[config.mk]
export PLATFORM = sky130hd
export DESIGN_NAME = trajectory_segment_rotate_step
export DESIGN_NICKNAME = d
export VERILOG_FILES = /design/src/design/tsr_pkg.sv /design/src/design/trajectory_segment_rotate_step.sv /design/src/design/tsr_cordic.sv /design/src/design/tsr_mul.sv
export SDC_FILE = /design/constraint.sdc
export NUM_CORES = 2
export LEC_CHECK = 0
export BUFFER_PORTS_ARGS = -buffer_cell sky130_fd_sc_hd__buf_2
export CAP_MARGIN = 30
export CORE_MARGIN = 8
export CORE_UTILIZATION = 65
export DETAILED_ROUTE_END_ITERATION = 12
export PLACE_DENSITY_LB_ADDON = 0.08
export SLEW_MARGIN = 15
export SYNTH_ARGS = -nofsm -noshare
export SYNTH_HDL_FRONTEND = slang
export SYNTH_SLANG_ARGS = --single-unit
[constraint.sdc]
create_clock -name clk -period 12.53 [get_ports clk]
set_clock_uncertainty 0.05 [all_clocks]
set_input_delay 0.6265 -clock clk [delete_from_list [all_inputs] [get_ports clk]]
set_output_delay 0.6265 -clock clk [all_outputs]
set_load 0.02 [all_outputs]
[src/design/tsr_pkg.sv]
// ----------------------------------------------------------------------------
// tsr_pkg
// Shared widths, constants and the arctangent table of the trajectory step
// ----------------------------------------------------------------------------
package tsr_pkg;

  localparam int ANGLE_BITS    = 16;
  localparam int COORD_BITS    = 32;
  localparam int FRACTION_BITS = 16;

  localparam int IN_ANGLE_W  = 16;
  localparam int LENGTH_W    = 24;
  localparam int OUT_COORD_W = 32;
  localparam int OUT_ANGLE_W = 16;

  // cordic datapath
  localparam int TURN_W       = 32;
  localparam int CORDIC_W     = 33;
  localparam int CORDIC_STEPS = 24;
  localparam int STEP_W       = $clog2(CORDIC_STEPS);
  localparam logic signed [CORDIC_W-1:0] CORDIC_GAIN_INIT = 33'sd652032874;

  // multiplier datapath, products rounded from q2.30 trig values
  localparam int MUL_V_W     = 28;
  localparam int MUL_T_W     = 32;
  localparam int MUL_P_W     = MUL_V_W + MUL_T_W;
  localparam int MUL_FRAC    = 30;

  localparam int SUM_W = (COORD_BITS > MUL_V_W) ? COORD_BITS + 1 : MUL_V_W + 1;

  typedef struct packed {
    logic signed [MUL_T_W-1:0] cos_v;
    logic signed [MUL_T_W-1:0] sin_v;
  } tsr_trig_t;

  function automatic logic [TURN_W-1:0] atan_turn(input logic [STEP_W-1:0] idx);
    logic [TURN_W-1:0] v;
    case (idx)
      5'd0:    v = 32'h20000000;
      5'd1:    v = 32'h12E4051E;
      5'd2:    v = 32'h09FB385B;
      5'd3:    v = 32'h051111D4;
      5'd4:    v = 32'h028B0D43;
      5'd5:    v = 32'h0145D7E1;
      5'd6:    v = 32'h00A2F61E;
      5'd7:    v = 32'h00517C55;
      5'd8:    v = 32'h0028BE53;
      5'd9:    v = 32'h00145F2F;
      5'd10:   v = 32'h000A2F98;
      5'd11:   v = 32'h000517CC;
      5'd12:   v = 32'h00028BE6;
      5'd13:   v = 32'h000145F3;
      5'd14:   v = 32'h0000A2FA;
      5'd15:   v = 32'h0000517D;
      5'd16:   v = 32'h000028BE;
      5'd17:   v = 32'h0000145F;
      5'd18:   v = 32'h00000A30;
      5'd19:   v = 32'h00000518;
      5'd20:   v = 32'h0000028C;
      5'd21:   v = 32'h00000146;
      5'd22:   v = 32'h000000A3;
      5'd23:   v = 32'h00000051;
      default: v = '0;
    endcase
    return v;
  endfunction

endpackage

[src/design/trajectory_segment_rotate_step.sv]
// ----------------------------------------------------------------------------
// trajectory_segment_rotate_step
// One scattering step of an electron trajectory: rotate and add a segment
// ----------------------------------------------------------------------------
// Input channel (in_valid/in_ready) takes a deflection angle, an azimuth
// step, a step length and a restart flag. The result channel
// (out_valid/out_ready) returns the new point, both frame angles after the
// step and a flag that is set when a coordinate was clamped.
// One item is worked on at a time. After a transfer in, one cordic unit with
// 24 micro-rotations runs four times (theta, phi, tilt, heading) and a
// two-stage multiplier is used twelve times. The state machine then returns
// to idle, raising in_ready, with the same edge that loads the result
// register, so no new item is taken before the last one's result is loaded.
// The result sits in an output register: the next item is taken while it
// waits, and only the final update of a following item waits for out_ready.
// Synchronous reset clears the point and both angles to zero and drops
// out_valid. A restart flag clears them before its own step.
// ----------------------------------------------------------------------------
module trajectory_segment_rotate_step (
  input  logic                                    clk,
  input  logic                                    rst_n,
  input  logic                                    in_valid,
  output logic                                    in_ready,
  input  logic signed [tsr_pkg::IN_ANGLE_W-1:0]   in_deflection_angle,
  input  logic signed [tsr_pkg::IN_ANGLE_W-1:0]   in_azimuth_step,
  input  logic        [tsr_pkg::LENGTH_W-1:0]     in_step_length,
  input  logic                                    in_restart,
  output logic                                    out_valid,
  input  logic                                    out_ready,
  output logic signed [tsr_pkg::OUT_COORD_W-1:0]  out_pos_x,
  output logic signed [tsr_pkg::OUT_COORD_W-1:0]  out_pos_y,
  output logic signed [tsr_pkg::OUT_COORD_W-1:0]  out_pos_z,
  output logic        [tsr_pkg::OUT_ANGLE_W-1:0]  out_tilt_out,
  output logic        [tsr_pkg::OUT_ANGLE_W-1:0]  out_heading_out,
  output logic                                    out_saturated
);

  localparam int AB = tsr_pkg::ANGLE_BITS;
  localparam int CB = tsr_pkg::COORD_BITS;
  localparam int VW = tsr_pkg::MUL_V_W;
  localparam int SM = tsr_pkg::SUM_W;

  localparam logic signed [SM-1:0] CMAX = {{(SM - CB + 1){1'b0}}, {(CB - 1){1'b1}}};
  localparam logic signed [SM-1:0] CMIN = ~CMAX;

  typedef enum logic [2:0] {
    S_IDLE, S_TRIG_GO, S_TRIG_WAIT, S_MUL_GO, S_MUL_WAIT, S_UPD
  } state_t;

  typedef enum logic [3:0] {
    OP_RS, OP_YN, OP_XN, OP_ZN, OP_XR_A, OP_XR_B,
    OP_YR_A, OP_YR_B, OP_DX_A, OP_DX_B, OP_DZ_A, OP_DZ_B
  } op_t;

  function automatic logic [CB:0] sat_coord(input logic signed [SM-1:0] v);
    logic [CB:0] r;
    if (v > CMAX) begin
      r = {1'b1, CB'(CMAX)};
    end else if (v < CMIN) begin
      r = {1'b1, CB'(CMIN)};
    end else begin
      r = {1'b0, CB'(v)};
    end
    return r;
  endfunction

  state_t state_r, state_nxt;
  op_t    op_r, op_nxt;
  logic [1:0] tidx_r, tidx_nxt;

  logic [AB-1:0] theta_r, theta_nxt, phi_r, phi_nxt;
  logic [AB-1:0] tilt_r, tilt_nxt, head_r, head_nxt;
  logic [tsr_pkg::LENGTH_W-1:0] len_r, len_nxt;
  logic signed [CB-1:0] px_r, px_nxt, py_r, py_nxt, pz_r, pz_nxt;

  tsr_pkg::tsr_trig_t trig_r [4];
  tsr_pkg::tsr_trig_t trig_nxt [4];

  logic signed [VW-1:0] rs_r, rs_nxt, xn_r, xn_nxt, yn_r, yn_nxt, zn_r, zn_nxt;
  logic signed [VW-1:0] xr_r, xr_nxt, yr_r, yr_nxt, dx_r, dx_nxt, dz_r, dz_nxt;
  logic signed [VW-1:0] tmp_r, tmp_nxt;

  logic                                 ov_r, ov_nxt;
  logic signed [tsr_pkg::OUT_COORD_W-1:0] ox_r, ox_nxt, oy_r, oy_nxt, oz_r, oz_nxt;
  logic [tsr_pkg::OUT_ANGLE_W-1:0]      ot_r, ot_nxt, oh_r, oh_nxt;
  logic                                 osat_r, osat_nxt;

  logic                  cordic_start, cordic_done;
  logic [AB-1:0]         cordic_angle;
  tsr_pkg::tsr_trig_t    cordic_res;
  logic                  mul_start, mul_done;
  logic signed [VW-1:0]  mul_v, mul_res;
  logic signed [tsr_pkg::MUL_T_W-1:0] mul_t;

  logic [CB:0] sx, sy, sz;
  logic        out_free;

  tsr_cordic u_cordic (
    .clk    (clk),
    .rst_n  (rst_n),
    .start  (cordic_start),
    .angle  (cordic_angle),
    .done   (cordic_done),
    .result (cordic_res)
  );

  tsr_mul u_mul (
    .clk   (clk),
    .rst_n (rst_n),
    .start (mul_start),
    .v     (mul_v),
    .t     (mul_t),
    .done  (mul_done),
    .res   (mul_res)
  );

  // operand select for the shared cordic unit and multiplier, start strobes and in_ready
  always_comb begin
    case (tidx_r)
      2'd0:    cordic_angle = theta_r;
      2'd1:    cordic_angle = phi_r;
      2'd2:    cordic_angle = tilt_r;
      default: cordic_angle = head_r;
    endcase
    case (op_r)
      OP_RS:   begin mul_v = VW'(signed'({1'b0, len_r})); mul_t = trig_r[0].sin_v; end
      OP_YN:   begin mul_v = VW'(signed'({1'b0, len_r})); mul_t = trig_r[0].cos_v; end
      OP_XN:   begin mul_v = rs_r; mul_t = trig_r[1].cos_v; end
      OP_ZN:   begin mul_v = rs_r; mul_t = trig_r[1].sin_v; end
      OP_XR_A: begin mul_v = xn_r; mul_t = trig_r[2].cos_v; end
      OP_XR_B: begin mul_v = yn_r; mul_t = trig_r[2].sin_v; end
      OP_YR_A: begin mul_v = xn_r; mul_t = trig_r[2].sin_v; end
      OP_YR_B: begin mul_v = yn_r; mul_t = trig_r[2].cos_v; end
      OP_DX_A: begin mul_v = xr_r; mul_t = trig_r[3].cos_v; end
      OP_DX_B: begin mul_v = zn_r; mul_t = trig_r[3].sin_v; end
      OP_DZ_A: begin mul_v = zn_r; mul_t = trig_r[3].cos_v; end
      default: begin mul_v = xr_r; mul_t = trig_r[3].sin_v; end
    endcase
    cordic_start = (state_r == S_TRIG_GO);
    mul_start    = (state_r == S_MUL_GO);
    in_ready     = (state_r == S_IDLE);
  end

  always_comb begin
    state_nxt = state_r;
    op_nxt    = op_r;
    tidx_nxt  = tidx_r;
    theta_nxt = theta_r;
    phi_nxt   = phi_r;
    tilt_nxt  = tilt_r;
    head_nxt  = head_r;
    len_nxt   = len_r;
    px_nxt    = px_r;
    py_nxt    = py_r;
    pz_nxt    = pz_r;
    trig_nxt  = trig_r;
    rs_nxt    = rs_r;
    xn_nxt    = xn_r;
    yn_nxt    = yn_r;
    zn_nxt    = zn_r;
    xr_nxt    = xr_r;
    yr_nxt    = yr_r;
    dx_nxt    = dx_r;
    dz_nxt    = dz_r;
    tmp_nxt   = tmp_r;
    ox_nxt    = ox_r;
    oy_nxt    = oy_r;
    oz_nxt    = oz_r;
    ot_nxt    = ot_r;
    oh_nxt    = oh_r;
    osat_nxt  = osat_r;

    out_free = !ov_r || out_ready;
    ov_nxt   = ov_r && !out_ready;

    sx = sat_coord(SM'(px_r) + SM'(dx_r));
    sy = sat_coord(SM'(py_r) + SM'(yr_r));
    sz = sat_coord(SM'(pz_r) + SM'(dz_r));

    case (state_r)
      S_IDLE: begin
        if (in_valid) begin
          theta_nxt = AB'(in_deflection_angle);
          phi_nxt   = AB'(in_azimuth_step);
          len_nxt   = in_step_length;
          if (in_restart) begin
            px_nxt   = '0;
            py_nxt   = '0;
            pz_nxt   = '0;
            tilt_nxt = '0;
            head_nxt = '0;
          end
          tidx_nxt  = '0;
          state_nxt = S_TRIG_GO;
        end
      end
      S_TRIG_GO: begin
        state_nxt = S_TRIG_WAIT;
      end
      S_TRIG_WAIT: begin
        if (cordic_done) begin
          trig_nxt[tidx_r] = cordic_res;
          tidx_nxt = tidx_r + 1'b1;
          if (tidx_r == 2'd3) begin
            op_nxt    = OP_RS;
            state_nxt = S_MUL_GO;
          end else begin
            state_nxt = S_TRIG_GO;
          end
        end
      end
      S_MUL_GO: begin
        state_nxt = S_MUL_WAIT;
      end
      S_MUL_WAIT: begin
        if (mul_done) begin
          case (op_r)
            OP_RS:   rs_nxt = mul_res;
            OP_YN:   yn_nxt = -mul_res;
            OP_XN:   xn_nxt = mul_res;
            OP_ZN:   zn_nxt = mul_res;
            OP_XR_B: xr_nxt = tmp_r - mul_res;
            OP_YR_B: yr_nxt = tmp_r + mul_res;
            OP_DX_B: dx_nxt = tmp_r + mul_res;
            OP_DZ_B: dz_nxt = tmp_r - mul_res;
            default: tmp_nxt = mul_res;
          endcase
          if (op_r == OP_DZ_B) begin
            state_nxt = S_UPD;
          end else begin
            op_nxt    = op_t'(op_r + 1'b1);
            state_nxt = S_MUL_GO;
          end
        end
      end
      S_UPD: begin
        if (out_free) begin
          px_nxt    = signed'(sx[CB-1:0]);
          py_nxt    = signed'(sy[CB-1:0]);
          pz_nxt    = signed'(sz[CB-1:0]);
          tilt_nxt  = tilt_r + theta_r;
          head_nxt  = head_r + phi_r;
          ox_nxt    = tsr_pkg::OUT_COORD_W'(signed'(sx[CB-1:0]));
          oy_nxt    = tsr_pkg::OUT_COORD_W'(signed'(sy[CB-1:0]));
          oz_nxt    = tsr_pkg::OUT_COORD_W'(signed'(sz[CB-1:0]));
          ot_nxt    = tsr_pkg::OUT_ANGLE_W'(tilt_r + theta_r);
          oh_nxt    = tsr_pkg::OUT_ANGLE_W'(head_r + phi_r);
          osat_nxt  = sx[CB] | sy[CB] | sz[CB];
          ov_nxt    = 1'b1;
          state_nxt = S_IDLE;
        end
      end
      default: begin
        state_nxt = S_IDLE;
      end
    endcase
  end

  always_ff @(posedge clk) begin
    if (!rst_n) begin
      state_r <= S_IDLE;
      op_r    <= OP_RS;
      tidx_r  <= '0;
      ov_r    <= 1'b0;
      px_r    <= '0;
      py_r    <= '0;
      pz_r    <= '0;
      tilt_r  <= '0;
      head_r  <= '0;
    end else begin
      state_r <= state_nxt;
      op_r    <= op_nxt;
      tidx_r  <= tidx_nxt;
      ov_r    <= ov_nxt;
      px_r    <= px_nxt;
      py_r    <= py_nxt;
      pz_r    <= pz_nxt;
      tilt_r  <= tilt_nxt;
      head_r  <= head_nxt;
    end
    theta_r <= theta_nxt;
    phi_r   <= phi_nxt;
    len_r   <= len_nxt;
    trig_r  <= trig_nxt;
    rs_r    <= rs_nxt;
    xn_r    <= xn_nxt;
    yn_r    <= yn_nxt;
    zn_r    <= zn_nxt;
    xr_r    <= xr_nxt;
    yr_r    <= yr_nxt;
    dx_r    <= dx_nxt;
    dz_r    <= dz_nxt;
    tmp_r   <= tmp_nxt;
    ox_r    <= ox_nxt;
    oy_r    <= oy_nxt;
    oz_r    <= oz_nxt;
    ot_r    <= ot_nxt;
    oh_r    <= oh_nxt;
    osat_r  <= osat_nxt;
  end

  assign out_valid       = ov_r;
  assign out_pos_x       = ox_r;
  assign out_pos_y       = oy_r;
  assign out_pos_z       = oz_r;
  assign out_tilt_out    = ot_r;
  assign out_heading_out = oh_r;
  assign out_saturated   = osat_r;

  a_cordic_done_in_wait: assert property (@(posedge clk) disable iff (!rst_n)
    cordic_done |-> state_r == S_TRIG_WAIT)
    else $error("cordic result outside its wait state");

  a_mul_done_in_wait: assert property (@(posedge clk) disable iff (!rst_n)
    mul_done |-> state_r == S_MUL_WAIT)
    else $error("multiplier result outside its wait state");

  a_update_loads_output: assert property (@(posedge clk) disable iff (!rst_n)
    (state_r == S_UPD && (!ov_r || out_ready)) |=> (ov_r && state_r == S_IDLE))
    else $error("final update did not load the result register");

  a_no_overwrite: assert property (@(posedge clk) disable iff (!rst_n)
    (ov_r && !out_ready) |=> ov_r)
    else $error("pending result dropped without transfer");

endmodule

[src/design/tsr_cordic.sv]
// ----------------------------------------------------------------------------
// tsr_cordic
// Iterative rotation-mode cordic, one micro-rotation per cycle, cos and sin
// ----------------------------------------------------------------------------
module tsr_cordic (
  input  logic                          clk,
  input  logic                          rst_n,
  input  logic                          start,
  input  logic [tsr_pkg::ANGLE_BITS-1:0] angle,
  output logic                          done,
  output tsr_pkg::tsr_trig_t            result
);

  localparam int TW = tsr_pkg::TURN_W;
  localparam int CW = tsr_pkg::CORDIC_W;
  localparam int SW = tsr_pkg::STEP_W;

  logic                 busy_r, busy_nxt;
  logic                 done_r, done_nxt;
  logic [SW-1:0]        step_r, step_nxt;
  logic [1:0]           quad_r, quad_nxt;
  logic signed [CW-1:0] x_r, x_nxt, y_r, y_nxt, z_r, z_nxt;
  tsr_pkg::tsr_trig_t   res_r, res_nxt;

  logic [TW-1:0]        turn, rounded, resid;
  logic signed [CW-1:0] xs, ys, xi, yi, zi, atan_v;

  always_comb begin
    turn    = {angle, {(TW - tsr_pkg::ANGLE_BITS){1'b0}}};
    rounded = turn + {2'b00, 1'b1, {(TW - 3){1'b0}}};
    resid   = turn - {rounded[TW-1:TW-2], {(TW - 2){1'b0}}};

    xs     = x_r >>> step_r;
    ys     = y_r >>> step_r;
    atan_v = signed'({1'b0, tsr_pkg::atan_turn(step_r)});
    if (!z_r[CW-1]) begin
      xi = x_r - ys;
      yi = y_r + xs;
      zi = z_r - atan_v;
    end else begin
      xi = x_r + ys;
      yi = y_r - xs;
      zi = z_r + atan_v;
    end

    busy_nxt = busy_r;
    done_nxt = 1'b0;
    step_nxt = step_r;
    quad_nxt = quad_r;
    x_nxt    = x_r;
    y_nxt    = y_r;
    z_nxt    = z_r;
    res_nxt  = res_r;

    if (busy_r) begin
      x_nxt    = xi;
      y_nxt    = yi;
      z_nxt    = zi;
      step_nxt = step_r + 1'b1;
      if (step_r == SW'(tsr_pkg::CORDIC_STEPS - 1)) begin
        busy_nxt = 1'b0;
        done_nxt = 1'b1;
        case (quad_r)
          2'd0: begin
            res_nxt.cos_v = tsr_pkg::MUL_T_W'(xi);
            res_nxt.sin_v = tsr_pkg::MUL_T_W'(yi);
          end
          2'd1: begin
            res_nxt.cos_v = tsr_pkg::MUL_T_W'(-yi);
            res_nxt.sin_v = tsr_pkg::MUL_T_W'(xi);
          end
          2'd2: begin
            res_nxt.cos_v = tsr_pkg::MUL_T_W'(-xi);
            res_nxt.sin_v = tsr_pkg::MUL_T_W'(-yi);
          end
          default: begin
            res_nxt.cos_v = tsr_pkg::MUL_T_W'(yi);
            res_nxt.sin_v = tsr_pkg::MUL_T_W'(-xi);
          end
        endcase
      end
    end else if (start) begin
      busy_nxt = 1'b1;
      step_nxt = '0;
      quad_nxt = rounded[TW-1:TW-2];
      x_nxt    = tsr_pkg::CORDIC_GAIN_INIT;
      y_nxt    = '0;
      z_nxt    = signed'({resid[TW-1], resid});
    end
  end

  always_ff @(posedge clk) begin
    if (!rst_n) begin
      busy_r <= 1'b0;
      done_r <= 1'b0;
    end else begin
      busy_r <= busy_nxt;
      done_r <= done_nxt;
    end
    step_r <= step_nxt;
    quad_r <= quad_nxt;
    x_r    <= x_nxt;
    y_r    <= y_nxt;
    z_r    <= z_nxt;
    res_r  <= res_nxt;
  end

  assign done   = done_r;
  assign result = res_r;

endmodule

[src/design/tsr_mul.sv]
// ----------------------------------------------------------------------------
// tsr_mul
// Two-stage multiplier, value times q2.30 trig factor with rounding
// ----------------------------------------------------------------------------
module tsr_mul (
  input  logic                               clk,
  input  logic                               rst_n,
  input  logic                               start,
  input  logic signed [tsr_pkg::MUL_V_W-1:0] v,
  input  logic signed [tsr_pkg::MUL_T_W-1:0] t,
  output logic                               done,
  output logic signed [tsr_pkg::MUL_V_W-1:0] res
);

  localparam int PW = tsr_pkg::MUL_P_W;
  localparam logic signed [PW-1:0] HALF = PW'(1) <<< (tsr_pkg::MUL_FRAC - 1);

  logic                               v1_r, v2_r;
  logic signed [PW-1:0]               prod_r;
  logic signed [PW-1:0]               rnd;
  logic signed [tsr_pkg::MUL_V_W-1:0] res_r;

  always_comb begin
    rnd = prod_r + HALF;
  end

  always_ff @(posedge clk) begin
    if (!rst_n) begin
      v1_r <= 1'b0;
      v2_r <= 1'b0;
    end else begin
      v1_r <= start;
      v2_r <= v1_r;
    end
    prod_r <= PW'(v) * PW'(t);
    res_r  <= tsr_pkg::MUL_V_W'(rnd >>> tsr_pkg::MUL_FRAC);
  end

  assign done = v2_r;
  assign res  = res_r;

endmodule
Word level (Yosys, flattened, before mapping):

Memories as Yosys holds them, arrays and structs flattened. A register that Yosys moved wholly into a read port is not among the register bits.
Cells that the tools add are included.

* reductions and logical operators: 41
* multiply operators: 1
* $add $sub $neg: 22
* bitwise logic cells: 5
* muxes and demuxes: 60
* shift-type cells: 2
* eq/ne operators: 29
* $lt $le $gt $ge: 8

Operators with widths (number)
* $mux 33: 15
* $bwmux 256: 1
* $pmux 32 s7: 1
* $pmux 32 s2: 3
* $pmux 64 s3: 1
* $mux 32: 5
* $pmux 28 s5: 1
* $demux 64 s2: 1
* $add 32x28->33: 3
* $add 33x33->33: 3
* $gt 33x32->1 const B: 3
* $lt 33x32->1 const B: 3
* $sub 33x33->33: 3
* $sshr 33x5->33: 2
* $mux 16: 4
* $mux 64: 1
* $neg 32->32: 2
* $pmux 16 s2: 2
* $add 58x31->58 const B: 1
* $mul 28x32->58: 1
* $pmux 16 s3: 1
* $add 16x16->16: 2
* $add 32x30->32 const B: 1
* $sub 32x32->32: 1
* 44 further kinds: 107

* register bits after elaboration: 1091
* output and inout port bits: 131
* ROM bits: 960
* memories: 1
* input bits: 61

Memories
* (no name shown): words 32, bits a word 30, rd ports 1, clocked after Yosys merged registers in 1, write ports 0, line tsr_pkg.sv:38 `case (idx)`

Logic depth before layout (Yosys ltp):

* word-level depth: 6
* gate-level depth with buffers: 40

By module:

A second synthesis with hierarchy kept.

* cells, all modules: 9123
* area total of the unflattened synthesis: 93761.2 µm²

By module, submodules not included
* trajectory_segment_rotate_step: area an instance 38969.9 µm², cells each 3163, seq. area each 23572.6 µm², instances 1
* tsr_mul: area an instance 32387.3 µm², cells each 3410, seq. area each 1181.1 µm², instances 1
* tsr_cordic: area an instance 22404.0 µm², cells each 2550, seq. area each 5745.5 µm², instances 1

Worst setup path after synthesis:

OpenSTA, ideal clock, no wires.

* kind: reg-to-reg
* start point: reg op_r[0]
* end point: reg u_mul.prod_r[52]
* library setup time: 79 ps
* path slack: 3077 ps
* arrival time: 9324 ps
* path buffers: 3
* required time: 12401 ps
* stages on the path, launching flop included: 37
* path through: dfxtp_1 inv_1 ha_1 or2_2 and2_1 clkbuf_1 buf_1 a222oi_1 nand3_1 a21oi_1 clkbuf_1 nor2_1 fa_1 inv_1 fa_1 inv_1 fa_1 fa_1 fa_1 fa_1 fa_1 inv_1 fa_1 inv_1 ha_1 nand2_1 o21ai_0 a211oi_1 a21oi_1 a311oi_1 o31a_1 o31ai_4 a21oi_2 o21ai_2 a21oi_1 or4b_1 o211ai_1

* longest elaborated chain between the ends: 4

RTL lines
* start, declared: line trajectory_segment_rotate_step.sv:68 `op_t op_r, op_nxt;`
* start signal, assigned: line trajectory_segment_rotate_step.sv:272 `op_r <= op_nxt;`
* $eq 4x4->1 (tied with other cells): line trajectory_segment_rotate_step.sv:125 `case (op_r)`
* $reduce_or 2->1 (no line)
* $pmux 32 s7 or $pmux 28 s5 (tied branches): line trajectory_segment_rotate_step.sv:125
* $mul 28x32->58 *: line tsr_mul.sv:35 `prod_r <= PW'(v) * PW'(t);`
* end signal, assigned: line tsr_mul.sv:35
* end, declared: line tsr_mul.sv:19 `logic signed [PW-1:0] prod_r;`

Every way passes the cells marked *; elsewhere a longest branch is shown, timed or not.
A chain may end at the register's enable or synchronous reset.

Final worst setup path:

* start point: reg op_r[0]
* end point: reg u_mul.prod_r[57]

Same word-level chain as after synthesis.

==> flow_summary_export.csv <==
group,metric,value,unit
placed_design,dp_hpwl,212000,um
grt,grt_pass1_wl,422000,um
clocking,post_cts_buffers,0,
setup_path,rr_worst_depth,35,
timing,post-route-min-period,11.12,ns
clocking,numCtsBuffers,115,
floorplanning,design.core.area,140000,um2
setup_path,cp_max_fo,15,
synthesis,synth.area.mux_share,3.70,%
grt,overflow,0,
final_layout,layout-drive-gt1-share,8.92,%
timing,worst_pin_slew,1.06,ns
routing,routed_via_density,6.39,
grt,use_met2,57.5,%
synthesis,synth_nets,10500,
floorplanning,die_h,391,um
timing,fmax,89.9,MHz
clocking,cts.reportedPaths.clkPinSlew,0.06,ns
final_layout,fillers,10300,
hold_path,hold_depth,1,
timing,rsz0062_at_grt,"no",
synthesis,syn_area_per_cell,10.1,um2
setup_path,end_kind,"register",
routing,ant_nets,0,
setup_path,worstPathRequired,13.15,ns
clocking,clkSinkCount,1092,
final_layout,nets,10600,
clocking,h-tree-depth,3,
grt,antenna_found_initial,9,
clocking,cts_root_buffer,"clkbuf_16",
synthesis,synth-simple-area-share,12.5,%
synthesis,ys_ff_latch,1092,
setup_path,rrSetupSlack,1.41,ns
hold_path,hold_path.class,"in -> reg",
setup_path,critical_path_arrival,11.74,ns
setup_path,path_class,"reg -> reg",
clocking,clkLatencyLatePin,0.77,ns
grt,grt_pass1_vias,71400,
synthesis,yosys_warnings,0,
synthesis,yosys.cell_types.count,108,
timing,slew_headroom,29.0,%
grt,grt_max_degree,177,
routing,first_pass_iters,8,
run,maxCapViolCount,0,
setup_path,r2r_end,"u_mul.prod_r[57]$_DFF_P_",
synthesis,ys_async_sr_fraction,0,%
synthesis,synth_fa_ha_area_share,27.1,%
floorplanning,die_x,391,um
synthesis,netlist_area,91400,um2
synthesis,synth_top_family_by_area,"adder cells",
clocking,cts_tree,"done",
status,status,"completed",
placed_design,numPortBuffers,191,
timing,setup_tns,0,ns
setup_path,start_kind,"register",
timing,finalHoldViolations,0,
clocking,hold_buffers,46,
floorplanning,ios,192,
final_layout,area_delta_synth_final,8.42,%
timing,setup_viol,0,
grt,busiest_layer,"met2",
grt,grt_usage,35.9,%
hold_path,min-delay-start,"in_deflection_angle[14]",
floorplanning,dieArea,153000,um2
setup_path,slowest_delay,0.89,ns
timing,min_period_over_period,88.8,%
setup_path,cpMaxStageDelayCell,"and2_1",
floorplanning,start_util,65.5,%
grt,met1_usage,45.4,%
clocking,cts_buffer_depth,3,
setup_path,path_common_cell,"fa_1",
setup_path,timing.rr.start,"op_r[0]$_SDFFE_PN0P_",
floorplanning,rows,137,
placed_design,gp_congestion,1.03,
synthesis,synth_edf_count,863,
clocking,cts-resized-gates,0,
hold_path,holdPathEnd,"theta_r[14]$_DFFE_PP_",
routing,vias,70900,
routing,drtIter0Drc,7376,
synthesis,postSynthCellCount,9009,
routing,wire_per_inst,25.1,um
routing,drc_errors,0,
synthesis,synth_xor_area_share,4.01,%
grt,grt_util_met3,8.91,%
synthesis,seq_area_frac_synth,33.4,%
routing,wirelength,278000,um
synthesis,synth_compound_area_share,13.0,%
synthesis,synth_ff_type,"edfxtp_1",
timing,slew_violations,0,
## worst max path at each step
stage                    startpoint  slack, ns  depth (start not counted)                       end
6_report       op_r[0]$_SDFFE_PN0P_       1.41                         35  u_mul.prod_r[57]$_DFF_P_
5_1_grt        op_r[0]$_SDFFE_PN0P_       0.93                         35  u_mul.prod_r[57]$_DFF_P_
4_1_cts        op_r[0]$_SDFFE_PN0P_       1.45                         34  u_mul.prod_r[57]$_DFF_P_
3_5_place_dp   op_r[0]$_SDFFE_PN0P_       1.45                         34  u_mul.prod_r[52]$_DFF_P_
3_3_place_gp   op_r[0]$_SDFFE_PN0P_       1.61                         33  u_mul.prod_r[52]$_DFF_P_
2_1_floorplan  op_r[0]$_SDFFE_PN0P_       3.08                         36  u_mul.prod_r[52]$_DFF_P_
## area by class of cell
| type | instances | area, um2 | area share [%] |
|---|---|---|---|
| multi-input cells | 6402 | 55400 | 55.8 |
| flip-flops and latches | 1092 | 30500 | 30.8 |
| inverters | 1076 | 4040 | 4.08 |
| clock buffers | 152 | 3210 | 3.24 |
| repair buffers | 417 | 2900 | 2.93 |
| well taps | 1876 | 2350 | 2.37 |
| clock inverters | 67 | 754 | 0.761 |
| diodes | 4 | 10.0 | 0.0101 |
## metrics by stage
stage | setup slack [ns] | utilization [%] | area [um2] | instances | hold slack (ns)
floorplan | 3.08 | - | 91400 | 9009 | 0.362
global placement | 1.61 | 67.7 | 94400 | 10800 | 0.364
detailed placement | 1.45 | 67.8 | 94600 | 10800 | 0.376
CTS | 1.45 | 70.9 | 99000 | 11100 | 0.00109
global route | 0.931 | 71.0 | 99100 | 11100 | 0.00534
finish | 1.41 | 71.0 | 99100 | 11100 | 0.0355
## synthesized netlist by cell type, types with 47 or more instances
master	n	share of area (%)
a211oi_1	55	0.45
a21o_1	167	1.4
a21oi_1	468	2.6
a221o_1	67	0.73
a222oi_1	51	0.56
a22oi_1	131	1.1
a31oi_1	54	0.37
and2_1	77	0.53
and3_1	59	0.40
clkbuf_1	359	1.5
dfxtp_1	229	5.0
edfxtp_1	863	28
fa_1	918	20
ha_1	484	6.6
inv_1	1072	4.4
mux2i_1	53	0.58
mux4_2	108	2.7
nand2_1	907	3.7
nand2b_1	58	0.40
nand3_1	120	0.66
nand4_1	47	0.32
nor2_1	952	3.9
nor2b_1	79	0.54
nor3_1	102	0.56
o211ai_1	48	0.39
o21a_1	58	0.48
o21ai_0	316	1.7
xnor2_1	285	2.7
xor2_1	134	1.3
## placed cells by master, fill, tap and decap left out, drive strengths merged, types with 67 or more instances in the layout
| cell type | netlist | final |
|---|---|---|
| nor2b | 79 | 79 |
| ha | 484 | 484 |
| xor2 | 134 | 134 |
| nor2 | 953 | 953 |
| inv | 1073 | 1081 |
| fa | 918 | 918 |
| xnor2 | 285 | 285 |
| and2 | 86 | 86 |
| a21o | 167 | 167 |
| buf | 80 | 367 |
| o21ai | 330 | 330 |
| nor3 | 105 | 105 |
| nand2 | 907 | 907 |
| clkbuf | 359 | 154 |
| mux4 | 108 | 108 |
| a21oi | 470 | 470 |
| a22oi | 131 | 131 |
| edfxtp | 863 | 863 |
| a221o | 67 | 67 |
| dfxtp | 229 | 229 |
| nand3 | 120 | 120 |
## layer usage
metal  vias up  routed length, um
li1      31100                  -
met1     35000             103000
met2      3871             128000
met3       854              29100
met4        10              18000
met5         -                266
## logic make-up (layout without fill, tap and decap cells)
logic type / count (synthesis) / after routing
compound gates: 1768 / 1768
mux: 198 / 198
fa+ha+maj: 1433 / 1433
simple gates: 2584 / 2584
other cells: 0 / 4
flops: 1092 / 1092
xor+xnor: 419 / 419
buf+inv: 1515 / 1712
## flip-flops by register name (all words and copies together) (netlist names), 29 cells and up
signal / count
out_pos_z: 32
u_cordic.result: 64
u_cordic.x_r: 33
out_pos_x: 32
u_mul.prod_r: 29
out_pos_y: 32
u_cordic.z_r: 33
pz_r: 32
px_r: 32
u_cordic.atan_v: 30
u_cordic.y_r: 33
trig_r: 256
py_r: 32
## worst max-delay path: cells and delay by family, from the launching register on
family / cells / cell delay [ns]
buffers and inverters: 6 / 0.54
xor gates and xnor gates: 1 / 0.14
adders and majority gates: 10 / 4.39
DFF: 1 / 0.42
AOI/OAI and AO/OA: 13 / 3.70
and+or+nand+nor: 5 / 1.73
Power is not shown: default switching activity piles up to over one toggle a cycle in this logic, so the estimate is an artifact.
